[src/sv/crcsf_pkg.sv]
// crcsf_pkg: shared types, constants, the crc step and the escape and trailer bytes for the framer
// no dependencies

package crcsf_pkg;

	localparam logic [15:0] CRC_INIT  = 16'hFFFF;
	localparam logic [7:0]  BYTE_LF   = 8'h0A;
	localparam logic [7:0]  BYTE_CR   = 8'h0D;
	localparam int          JOB_DEPTH = 4;

	// one accepted input item after classification
	typedef struct packed {
		logic [7:0]  data_byte;
		logic [15:0] crc;
		logic        last;
	} job_t;

	// crc-16/ccitt-false, byte-wise shift-xor form
	function automatic logic [15:0] crc_step(input logic [15:0] crc, input logic [7:0] b);
		logic [15:0] c;
		begin
			c = {crc[7:0], crc[15:8]};
			c = c ^ {8'h00, b};
			c = c ^ {12'h000, c[7:4]};
			c = c ^ {c[3:0], 12'h000};
			c = c ^ {3'b000, c[7:0], 5'b00000};
			return c;
		end
	endfunction

	// escape prefix bytes: FC FB FA before a line feed, FF FE FD before a carriage return
	function automatic logic [7:0] prefix_byte(input logic is_lf, input logic [1:0] idx);
		logic [7:0] p;
		begin
			case (idx)
				2'd0:    p = is_lf ? 8'hFC : 8'hFF;
				2'd1:    p = is_lf ? 8'hFB : 8'hFE;
				default: p = is_lf ? 8'hFA : 8'hFD;
			endcase
			return p;
		end
	endfunction

	// trailer "MTS" followed by the closing carriage return
	function automatic logic [7:0] trailer_byte(input logic [1:0] idx);
		logic [7:0] t;
		begin
			case (idx)
				2'd0:    t = 8'h4D;
				2'd1:    t = 8'h54;
				2'd2:    t = 8'h53;
				default: t = BYTE_CR;
			endcase
			return t;
		end
	endfunction

endpackage

[src/sv/crcsf_front.sv]
// crcsf_front: accepts input bytes, runs the crc and builds one job per byte
// depends on crcsf_pkg

module crcsf_front import crcsf_pkg::*; (
	input  logic       clk,
	input  logic       arst_n,
	input  logic       push,
	output logic       full,
	input  logic [7:0] data_byte,
	input  logic       frame_last,
	input  logic       job_full,
	output logic       job_push,
	output job_t       job
);

	logic [15:0] crc_q;
	logic [15:0] crc_next;

	assign crc_next      = crc_step(crc_q, data_byte);
	assign full          = job_full;
	assign job_push      = push && !job_full;
	assign job.data_byte = data_byte;
	assign job.crc       = crc_next;
	assign job.last      = frame_last;

	// crc restarts once the frame's last byte is taken
	always_ff @(posedge clk or negedge arst_n) begin
		if (!arst_n) begin
			crc_q <= CRC_INIT;
		end else if (job_push) begin
			crc_q <= frame_last ? CRC_INIT : crc_next;
		end
	end

endmodule

[src/sv/crcsf_queue.sv]
// crcsf_queue: short job queue between front and back
// depends on crcsf_pkg

module crcsf_queue import crcsf_pkg::*; (
	input  logic clk,
	input  logic arst_n,
	input  logic wr_en,
	input  job_t wr_job,
	output logic full,
	input  logic rd_en,
	output job_t rd_job,
	output logic valid
);

	localparam int PtrW = $clog2(JOB_DEPTH);
	localparam int CntW = $clog2(JOB_DEPTH + 1);

	job_t            mem_q [JOB_DEPTH];
	logic [PtrW-1:0] wr_ptr_q;
	logic [PtrW-1:0] rd_ptr_q;
	logic [CntW-1:0] count_q;

	assign full   = (count_q == CntW'(JOB_DEPTH));
	assign valid  = (count_q != '0);
	assign rd_job = mem_q[rd_ptr_q];

	always_ff @(posedge clk) begin
		if (wr_en) begin
			mem_q[wr_ptr_q] <= wr_job;
		end
	end

	always_ff @(posedge clk or negedge arst_n) begin
		if (!arst_n) begin
			wr_ptr_q <= '0;
			rd_ptr_q <= '0;
			count_q  <= '0;
		end else begin
			if (wr_en) begin
				wr_ptr_q <= wr_ptr_q + 1'b1;
			end
			if (rd_en) begin
				rd_ptr_q <= rd_ptr_q + 1'b1;
			end
			case ({wr_en, rd_en})
				2'b10:   count_q <= count_q + 1'b1;
				2'b01:   count_q <= count_q - 1'b1;
				default: count_q <= count_q;
			endcase
		end
	end

	a_no_overflow: assert property (@(posedge clk) disable iff (!arst_n)
		wr_en |-> !full || rd_en) else $error("job queue written while full");
	a_no_underflow: assert property (@(posedge clk) disable iff (!arst_n)
		rd_en |-> valid) else $error("job queue read while empty");
	a_count_up: assert property (@(posedge clk) disable iff (!arst_n)
		wr_en && !rd_en |=> count_q == $past(count_q) + 1'b1)
		else $error("job count did not advance on write");

endmodule

[src/sv/crcsf_back.sv]
// crcsf_back: expands each job into escaped output bytes and the frame trailer
// depends on crcsf_pkg

module crcsf_back import crcsf_pkg::*; (
	input  logic       clk,
	input  logic       arst_n,
	input  logic       job_valid,
	input  job_t       job,
	output logic       job_pop,
	output logic       empty,
	input  logic       pop,
	output logic [7:0] out_byte,
	output logic       run_last,
	output logic       frame_end
);

	typedef enum logic [1:0] {PH_DATA, PH_CRC_LO, PH_CRC_HI, PH_TRAIL} phase_t;

	phase_t     phase_q;
	logic [1:0] sub_q;
	logic       out_valid_q;
	logic [7:0] out_byte_q;
	logic       run_last_q;
	logic       frame_end_q;

	logic [7:0] cur_byte;
	logic       in_trail;
	logic       need_esc;
	logic       byte_done;
	logic       job_done;
	logic [7:0] emit_byte;
	logic       step;

	assign step = job_valid && (!out_valid_q || pop);

	always_comb begin
		case (phase_q)
			PH_DATA:   cur_byte = job.data_byte;
			PH_CRC_LO: cur_byte = job.crc[7:0];
			PH_CRC_HI: cur_byte = job.crc[15:8];
			default:   cur_byte = trailer_byte(sub_q);
		endcase
		in_trail  = (phase_q == PH_TRAIL);
		need_esc  = !in_trail && (cur_byte == BYTE_LF || cur_byte == BYTE_CR);
		byte_done = !(need_esc && sub_q != 2'd3);
		emit_byte = byte_done ? cur_byte : prefix_byte(cur_byte == BYTE_LF, sub_q);
		job_done  = byte_done && ((phase_q == PH_DATA && !job.last) ||
			(in_trail && sub_q == 2'd3));
	end

	assign job_pop = step && job_done;

	always_ff @(posedge clk or negedge arst_n) begin
		if (!arst_n) begin
			phase_q     <= PH_DATA;
			sub_q       <= '0;
			out_valid_q <= 1'b0;
			out_byte_q  <= '0;
			run_last_q  <= 1'b0;
			frame_end_q <= 1'b0;
		end else begin
			if (pop && out_valid_q) begin
				out_valid_q <= 1'b0;
			end
			if (step) begin
				out_valid_q <= 1'b1;
				out_byte_q  <= emit_byte;
				run_last_q  <= job_done;
				frame_end_q <= in_trail && sub_q == 2'd3;
				if (job_done) begin
					phase_q <= PH_DATA;
					sub_q   <= '0;
				end else if (!byte_done || in_trail) begin
					sub_q <= sub_q + 1'b1;
				end else begin
					sub_q <= '0;
					case (phase_q)
						PH_DATA:   phase_q <= PH_CRC_LO;
						PH_CRC_LO: phase_q <= PH_CRC_HI;
						default:   phase_q <= PH_TRAIL;
					endcase
				end
			end
		end
	end

	assign empty     = !out_valid_q;
	assign out_byte  = out_byte_q;
	assign run_last  = run_last_q;
	assign frame_end = frame_end_q;

	a_end_is_last: assert property (@(posedge clk) disable iff (!arst_n)
		!empty && frame_end |-> run_last) else $error("frame end without run end");
	a_end_is_cr: assert property (@(posedge clk) disable iff (!arst_n)
		!empty && frame_end |-> out_byte == BYTE_CR) else $error("frame end not a carriage return");
	a_pop_with_step: assert property (@(posedge clk) disable iff (!arst_n)
		job_pop |=> !empty && run_last) else $error("job retired without a closing byte");

endmodule

[src/sv/crc16_byte_stuffing_framer_core.sv]
// crc16_byte_stuffing_framer_core: top level of the escaping crc framer
// depends on crcsf_pkg, crcsf_front, crcsf_queue, crcsf_back

// Each input byte is taken when full is low; the front end updates the crc-16/ccitt-false
// and queues the byte with its crc in a four-entry job queue. The back end writes one
// output byte per cycle, while pop keeps up, into a single output register, so an input
// byte costs one to four output bytes (one plus three prefixes for an escaped line feed or
// carriage return) and the frame's last byte costs up to sixteen (data, crc low, crc high,
// "MTS", closing carriage return). Sustained input rate follows the back end: one input
// item per cycle for plain data, slower where bytes need escaping.

module crc16_byte_stuffing_framer_core import crcsf_pkg::*; (
	input  logic       clk,
	input  logic       arst_n,
	input  logic       push,
	output logic       full,
	input  logic [7:0] data_byte,
	input  logic       frame_last,
	output logic       empty,
	input  logic       pop,
	output logic [7:0] out_byte,
	output logic       run_last,
	output logic       frame_end
);

	job_t wr_job;
	job_t rd_job;
	logic job_push;
	logic job_full;
	logic job_pop;
	logic job_valid;

	crcsf_front u_front (
		.clk        (clk),
		.arst_n     (arst_n),
		.push       (push),
		.full       (full),
		.data_byte  (data_byte),
		.frame_last (frame_last),
		.job_full   (job_full),
		.job_push   (job_push),
		.job        (wr_job)
	);

	crcsf_queue u_queue (
		.clk    (clk),
		.arst_n (arst_n),
		.wr_en  (job_push),
		.wr_job (wr_job),
		.full   (job_full),
		.rd_en  (job_pop),
		.rd_job (rd_job),
		.valid  (job_valid)
	);

	crcsf_back u_back (
		.clk       (clk),
		.arst_n    (arst_n),
		.job_valid (job_valid),
		.job       (rd_job),
		.job_pop   (job_pop),
		.empty     (empty),
		.pop       (pop),
		.out_byte  (out_byte),
		.run_last  (run_last),
		.frame_end (frame_end)
	);

endmodule

[config.mk]
export PLATFORM = sky130hd
export DESIGN_NAME = crc16_byte_stuffing_framer_core
export DESIGN_NICKNAME = d
export VERILOG_FILES = /design/src/sv/crcsf_pkg.sv /design/src/sv/crcsf_front.sv /design/src/sv/crcsf_queue.sv /design/src/sv/crcsf_back.sv /design/src/sv/crc16_byte_stuffing_framer_core.sv
export SDC_FILE = /design/constraint.sdc
export NUM_CORES = 1
export LEC_CHECK = 0
export BUFFER_PORTS_ARGS = -buffer_cell sky130_fd_sc_hd__buf_2
export CAP_MARGIN = 40
export CORE_ASPECT_RATIO = 1.75
export CORE_MARGIN = 10
export CORE_UTILIZATION = 60
export CTS_BUF_LIST = sky130_fd_sc_hd__clkbuf_4 sky130_fd_sc_hd__clkbuf_8
export CTS_CLUSTER_DIAMETER = 40
export DETAILED_ROUTE_END_ITERATION = 8
export PLACE_DENSITY = 0.78
export SYNTH_ARGS = -nofsm -noshare
export SYNTH_HDL_FRONTEND = slang
export SYNTH_SLANG_ARGS = --single-unit
[constraint.sdc]
create_clock -name clk -period 5 [get_ports clk]
set_clock_uncertainty 0.15 [all_clocks]
set_input_delay 1 -clock clk [delete_from_list [all_inputs] [get_ports clk]]
set_output_delay 1 -clock clk [all_outputs]
set_load 0.005 [all_outputs]
==> metrics.txt, run 1 <==
top flip-flop cell by instance count after synthesis=sky130_fd_sc_hd__edfxtp_1; number of placement rows=47; status=finished, final reports clean; total of hold buffers inserted after clock tree synthesis=0; total standard cell area after synthesis=slightly below 6000 sq um; remaining number of nets flagged by the antenna check after routing=0; Met1 Wirelength=4.21 mm; main area contributors after synthesis=sky130_fd_sc_hd__edfxtp_1 (51%), sky130_fd_sc_hd__mux4_2 (9.6%), sky130_fd_sc_hd__dfrtp_1 (9.4%); Unique masters post-synth=45; detailed route wirelength on metal2=6.07 mm; CTS tree=done; overall die height=around 150 um; H-tree levels=4; worst skew pair latency=around 0.44 ns; number of instances resized during post-cts repair=0; Reg area=3980 sq um; setup total negative slack=0 ns; GRT Overall Usage=17.1%; signal arrival time at the worst endpoint=4.15 ns; post-synthesis cell count=353; total power after layout=4550 uW; worst setup path class=reg2reg; Worst IR Drop VDD=around 0.00035 V; power per standard cell area=roughly 700 nW/um^2; Reg power frac=44.4%; Die Width=94.8 um; clock buffer depth=2; EDFF count, synth=100; core area=9530 sq um; most common cell after layout, fill and taps aside=sky130_fd_sc_hd__edfxtp_1; number of buffers inserted during clock tree synthesis=17; clock tree sinks=approximately 140; Max-slew headroom=39.2%; Post-Place Cell Area=~6000 sq um; post-route clock period utilization=78.9%; Avg Inst Size Synth=16.7 sq um; Syn Nets=approximately 380; Leakage Power=between 0.002 and 0.0025 uW; net count reported at finish=between 400 and 500; worst-margin pin slew=0.909 ns; internal power of the cells=3030 uW; DRC violations left=0; Max Slew Vio Count=0; clock root buffer master=sky130_fd_sc_hd__clkbuf_8; Hold Path Class=reg2reg; register-to-register setup slack=1.06 ns; Ant. Diodes=0; drt total wl=11.2 mm; RD Place Congestion=0.817; post-CTS setup repair buffer count=0; switching power summed over all nets=between 1500 and 2000 uW; number of fillers in the final layout=660; initial cell density of the core=~62%; highest achievable clock rate=0.254 GHz; most frequent cells in the layout=sky130_fd_sc_hd__edfxtp_1 (100), sky130_fd_sc_hd__mux4_2 (25), sky130_fd_sc_hd__buf_2 (24); Worst Setup Start Kind=flop; area added between synthesis and finish=11.7%; Finished Core Util=between 60% and 70%; footprint of the multi-input gates=1760 sq um; RSZ-0062 raised after global routing=no; first-pass iteration count of the detailed router=4; Synth async-reset ratio=27.5%; global-route wire length before repair=18.0 mm; routed length per placed instance=21.4 um; sequential cell area fraction in the yosys report=67.6%; number of top-level pins=25; topmost layer with routed signal wires=met4; final-report hold violation count=0; largest net degree at the start of global routing=27; synthesized flop and latch total=about 140; CTS clk-pin slew, worst paths=0.07 ns; nature of the critical path endpoint=flop; routed via count divided by cell count=5.97; area of the die=between 10000 and 15000 sq um; proportion of power drawn by combinational gates=a little over a third; Met3 Wirelength=~520 um; number of design-rule violations left by the first detailed-router iteration=228; Synthesis Warnings=0; remaining global-route overflow=0; required time of the worst setup path=~5.2 ns; highest fanout seen on the critical path=15; share of total power consumed by net switching=33.4%; part of the power in the clock network=20.2%; fraction of final layout cells sized beyond drive strength 1=approximately 28%; max-capacitance violation count=0; via count of the first global-routing pass=3375; final setup violation count=0; antenna violations before repair=0; vias after detailed routing=around 3100; final instance area=6570 sq um; top-area cell type share of the netlist area=approximately half; Final HPWL DP=~7.7 mm; cell taking the most area after synthesis=sky130_fd_sc_hd__edfxtp_1; minimum clock period=3.94 ns; count of input and output buffers=24
[cell type report]
type,instances,area share [%]
Sequential cell,138,60.5
Inverter,13,0.743
Clock buffer,20,3.90
Tap cell,122,2.32
Clock inverter,12,2.30
Timing Repair Buffer,36,3.50
Multi-Input combinational cell,185,26.7
[final timing paths]
path | start | to | cells past startpoint
max reg2reg | u_queue.rd_ptr_q[0]$_DFFE_PN0P_ | u_queue.count_q[2]$_DFFE_PN0P_ | 13
min in group asynchronous | arst_n | u_queue.count_q[0]$_DFFE_PN0P_ | 1
max in group asynchronous | arst_n | u_front.crc_q[15]$_DFFE_PN1P_ | 2
max | u_queue.rd_ptr_q[0]$_DFFE_PN0P_ | u_queue.count_q[2]$_DFFE_PN0P_ | 13
min | u_back.run_last$_DFFE_PN0P_ | u_back.run_last$_DFFE_PN0P_ | 1
min reg2reg | u_back.run_last$_DFFE_PN0P_ | u_back.run_last$_DFFE_PN0P_ | 1
[power by group through the flow]
stage | sequential [uW] | clock [uW] | combinational (uW)
floorplan | 1970 | 0 | 1230
global placement | 2010 | 0 | 1550
detailed placement | 2040 | 0 | 1620
CTS | 2020 | 927 | 1620
global route | 2060 | 974 | 1780
finish | 2020 | 919 | 1610
[worst max-delay path, cell delays in order (launching register included)]
cell                        delay (ns)
sky130_fd_sc_hd__dfrtp_2          0.54
sky130_fd_sc_hd__buf_4            0.28
sky130_fd_sc_hd__mux4_2           0.52
sky130_fd_sc_hd__o22ai_1          0.19
sky130_fd_sc_hd__a21oi_1          0.10
sky130_fd_sc_hd__or3_4            0.39
sky130_fd_sc_hd__a2111oi_4        0.28
sky130_fd_sc_hd__buf_4            0.25
sky130_fd_sc_hd__nor2_1           0.11
sky130_fd_sc_hd__ha_1             0.23
sky130_fd_sc_hd__fa_1             0.39
sky130_fd_sc_hd__xnor2_1          0.14
sky130_fd_sc_hd__nor2_1           0.11
sky130_fd_sc_hd__xor2_1           0.17
[metrics by stage]
| stage | worst slack (ns) | hold slack (ns) | std cells |
|---|---|---|---|
| after CTS | 1.02 | 0.333 | 526 |
| final | 1.06 | 0.329 | 526 |
| after global routing | 0.762 | 0.351 | 526 |
| after floorplan | 1.53 | 0.306 | 353 |
| after detailed placement | 1.04 | 0.317 | 494 |
| after global placement | 1.13 | 0.306 | 493 |
[registers in the layout, indices dropped and copies added, names as in the netlist]
signal              count
u_front.crc_q          16
u_queue.rd_ptr_q        2
u_back.run_last         1
u_queue.count_q         3
u_queue.mem_q         100
u_back.sub_q            2
u_queue.wr_ptr_q        2
u_back.out_byte         8
u_back.phase_q          2
u_back.out_valid_q      1
u_back.frame_end        1
[per-layer routing]
| layer | track usage [%] | vias to the layer above |
|---|---|---|
| met2 | 29.2 | 84 |
| met3 | 4.46 | 28 |
| li1 | - | 1417 |
| met1 | 18.7 | 1612 |
| met4 | 10.0 | 0 |
| met5 | 0 | - |
[cell families after synthesis]
kind of cell	synth area share, %
xor gates and xnor gates	4.62
adders and majority gates	2.68
DFF	67.6
muxes	11.0
buffers and inverters	2.60
and+or+nand+nor	4.87
AOI/OAI and AO/OA	6.70
[synth_stat cells, types with 5 or more instances]
| cell type | number |
|---|---|
| sky130_fd_sc_hd__dfrtp_1 | 22 |
| sky130_fd_sc_hd__xor2_1 | 11 |
| sky130_fd_sc_hd__a21oi_1 | 8 |
| sky130_fd_sc_hd__nor2_1 | 15 |
| sky130_fd_sc_hd__inv_1 | 13 |
| sky130_fd_sc_hd__xnor2_1 | 20 |
| sky130_fd_sc_hd__dfstp_2 | 16 |
| sky130_fd_sc_hd__a21o_1 | 5 |
| sky130_fd_sc_hd__ha_1 | 11 |
| sky130_fd_sc_hd__mux2i_1 | 7 |
| sky130_fd_sc_hd__o22ai_1 | 8 |
| sky130_fd_sc_hd__mux4_2 | 25 |
| sky130_fd_sc_hd__nand2_1 | 14 |
| sky130_fd_sc_hd__edfxtp_1 | 100 |
| sky130_fd_sc_hd__clkbuf_1 | 6 |
| sky130_fd_sc_hd__o22a_1 | 16 |
| sky130_fd_sc_hd__nor3_1 | 5 |
(Power assumes the default switching activity.)
==> run 2, diff against run 1 <==
--- a/config.mk
+++ b/config.mk
@@ -9,7 +9,7 @@
 export CAP_MARGIN = 40
 export CORE_ASPECT_RATIO = 1.75
 export CORE_MARGIN = 10
-export CORE_UTILIZATION = 60
+export CORE_UTILIZATION = 57
 export CTS_BUF_LIST = sky130_fd_sc_hd__clkbuf_4 sky130_fd_sc_hd__clkbuf_8
 export CTS_CLUSTER_DIAMETER = 40
 export DETAILED_ROUTE_END_ITERATION = 8
==> constraint.sdc (replaced) <==
create_clock -name clk -period 3.34 [get_ports clk]
set_clock_uncertainty 0.15 [all_clocks]
set_input_delay 0.668 -clock clk [delete_from_list [all_inputs] [get_ports clk]]
set_output_delay 0.668 -clock clk [all_outputs]
set_load 0.005 [all_outputs]
==> run 2 against run 1 <==
  * The run now ends with negative setup slack left
  * Setup slack got worse by 1.1 ns
  * Core utilization fell by 2.3 points
  * Clock power rose by 51%
  * Register-to-register slack got worse by 1.1 ns
  * Critical path type unchanged
  * Largest power group unchanged
  * Highest routed layer unchanged
==> metrics.txt, run 2 (synthesis gave the netlist of run 1 again) <==
Reg area=between 3000 and 4000 sq um; number of top-level pins=25; remaining number of nets flagged by the antenna check after routing=0; post-layout worst setup margin=-0.0349 ns; area of the die=about 15000 sq um; global-route wire length before repair=18.3 mm; Die Width=about 97 um; max-capacitance violation count=0; number of placement rows=between 40 and 50; fraction of final layout cells sized beyond drive strength 1=about a third; remaining global-route overflow=0; Worst Setup Start Kind=flop; highest achievable clock rate=0.296 GHz; area added between synthesis and finish=15.4%; failing checks=negative setup slack; Hold Path Class=in2reg; final setup violation count=1; hold path cells=2; largest net degree at the start of global routing=27; drt total wl=11.2 mm; RD Place Congestion=just over 0.8; DRC violations left=0; most common cell after layout, fill and taps aside=sky130_fd_sc_hd__edfxtp_1; Max Slew Vio Count=0; count of input and output buffers=24; footprint of the multi-input gates=1780 sq um; CTS tree=done; number of design-rule violations left by the first detailed-router iteration=between 150 and 200; power per standard cell area=1040 nW/um^2; first-pass iteration count of the detailed router=4; Leakage Power=roughly 0.0025 uW; nature of the critical path endpoint=flop; net count reported at finish=approximately 430; most frequent cells in the layout=sky130_fd_sc_hd__edfxtp_1 (100), sky130_fd_sc_hd__mux4_2 (25), sky130_fd_sc_hd__buf_2 (24), sky130_fd_sc_hd__buf_4 (24), sky130_fd_sc_hd__dfrtp_1 (21); status=finished with violations; Max-slew headroom=55.1%; Final HPWL DP=7.88 mm; clock buffer depth=2; clock root buffer master=sky130_fd_sc_hd__clkbuf_8; highest fanout seen on the critical path=4; placed cell count=just over 500; number of cells in the finished layout apart from fillers=549; antenna violations before repair=0; worst-margin pin slew=0.668 ns; Ant. Diodes=0; minimum clock period=roughly 3.4 ns; end of the worst register-to-register path=u_queue.count_q[2]$_DFFE_PN0P_; RSZ-0062 raised after global routing=yes; routed length per placed instance=about 20 um; signal arrival time at the worst endpoint=3.55 ns; via count of the first global-routing pass=around 3500; overall die height=between 150 and 200 um; minimum hold slack=0.289 ns; number of fillers in the final layout=713; register-to-register setup slack=-0.03 ns; register with the most flip-flops=u_queue.mem_q; clock tree sinks=138; worst setup path class=reg2reg; routed via count divided by cell count=5.82; vias after detailed routing=roughly 3200; worst min-delay path startpoint=pop; H-tree levels=4; reg-to-reg startpoint=u_queue.rd_ptr_q[0]$_DFFE_PN0P_; Worst IR Drop VDD=0.000586 V; final-report hold violation count=0; required time of the worst setup path=3.51 ns; initial cell density of the core=57.8%; post-route clock period utilization=101%; max FFs per register=100; GRT Overall Usage=15.7%; CTS clk-pin slew, worst paths=0.08 ns; worst-case hold path end point=u_back.out_valid_q$_DFFE_PN0P_; number of buffers inserted during clock tree synthesis=17; worst skew pair latency=0.43 ns; path depth of the worst reg2reg path=12; core area=10200 sq um
-- run 2: cell count changes in the layout (fill, tap and decap cells not counted), sizes merged --
| cell | change |
|---|---|
| buf | +17 |
| clkinv | -1 |
| dlygate4sd3 | +1 |
| inv | +1 |
-- run 2: power breakdown --
part	total, uW	internal, uW	switching [uW]
combinational	2710	1220	1490
sequential	2980	2750	232
clock	1390	781	605
-- run 2: worst max-delay path, cell delays in order (launching register included) --
cell and delay [ns]:
sky130_fd_sc_hd__dfrtp_2 0.45, sky130_fd_sc_hd__buf_12 0.14, sky130_fd_sc_hd__mux4_2 0.48, sky130_fd_sc_hd__mux2i_1 0.18
sky130_fd_sc_hd__a21oi_2 0.10, sky130_fd_sc_hd__or3_4 0.41, sky130_fd_sc_hd__a2111oi_4 0.37, sky130_fd_sc_hd__nor2_2 0.08
sky130_fd_sc_hd__ha_2 0.21, sky130_fd_sc_hd__fa_2 0.33, sky130_fd_sc_hd__xnor2_1 0.14, sky130_fd_sc_hd__nor2_1 0.06
sky130_fd_sc_hd__xor2_1 0.16
-- run 2: how the worst max path moves through the flow --
stage	from	to	slack (ns)
final	u_queue.rd_ptr_q[0]$_DFFE_PN0P_	u_queue.count_q[2]$_DFFE_PN0P_	-0.03
after floorplan	u_queue.rd_ptr_q[0]$_DFFE_PN0P_	u_queue.count_q[2]$_DFFE_PN0P_	0.01
after detailed placement	u_queue.rd_ptr_q[0]$_DFFE_PN0P_	u_queue.count_q[2]$_DFFE_PN0P_	-0.06
after CTS	u_queue.rd_ptr_q[0]$_DFFE_PN0P_	u_queue.count_q[2]$_DFFE_PN0P_	-0.04
after global placement	u_queue.rd_ptr_q[0]$_DFFE_PN0P_	u_queue.count_q[2]$_DFFE_PN0P_	0.01
after global routing	u_queue.rd_ptr_q[0]$_DFFE_PN0P_	u_queue.count_q[2]$_DFFE_PN0P_	-0.14
-- run 2: per-layer routing --
metal | track usage (%) | vias to the layer above | wire length (um)
met4 | 8.19 | 0 | 348
met3 | 4.68 | 24 | 568
met5 | 0 | - | 0
met1 | 16.0 | 1633 | 4010
met2 | 28.0 | 84 | 6230
li1 | - | 1456 | -
-- run 2: area by class of cell --
cell class	count	area share, %
multi-input combinational	185	26.3
sequential	138	58.6
tap	127	2.34
clock inverter	12	2.16
clock buffer	20	3.97
inverter	13	0.719
timing repair buffer	54	5.92
-- run 2: per-stage QoR --
step / setup WS, ns / util (%) / setup TNS, ns / area (sq um) / power, uW
after detailed placement: -0.0614 / 61.9 / -0.0954 / 6300 / 5680
after floorplan: 0.0125 / - / 0 / 5890 / 4790
after CTS: -0.0413 / 66.6 / -0.0510 / 6780 / 7130
final: -0.0349 / 66.7 / -0.0349 / 6780 / 7080
after global placement: 0.0135 / 61.7 / 0 / 6280 / 5520
after global routing: -0.138 / 66.7 / -0.228 / 6780 / 7480
-- run 2: timing repair --
| action | in CTS | in global routing |
|---|---|---|
| buffers inserted | 4 | 0 |
| hold buffers | 1 | 0 |
| hold endpoints to repair | 3 | 0 |
| gates resized for setup | 4 | 1 |
| setup endpoints to repair | 2 | 2 |
| pin swaps | 5 | 0 |
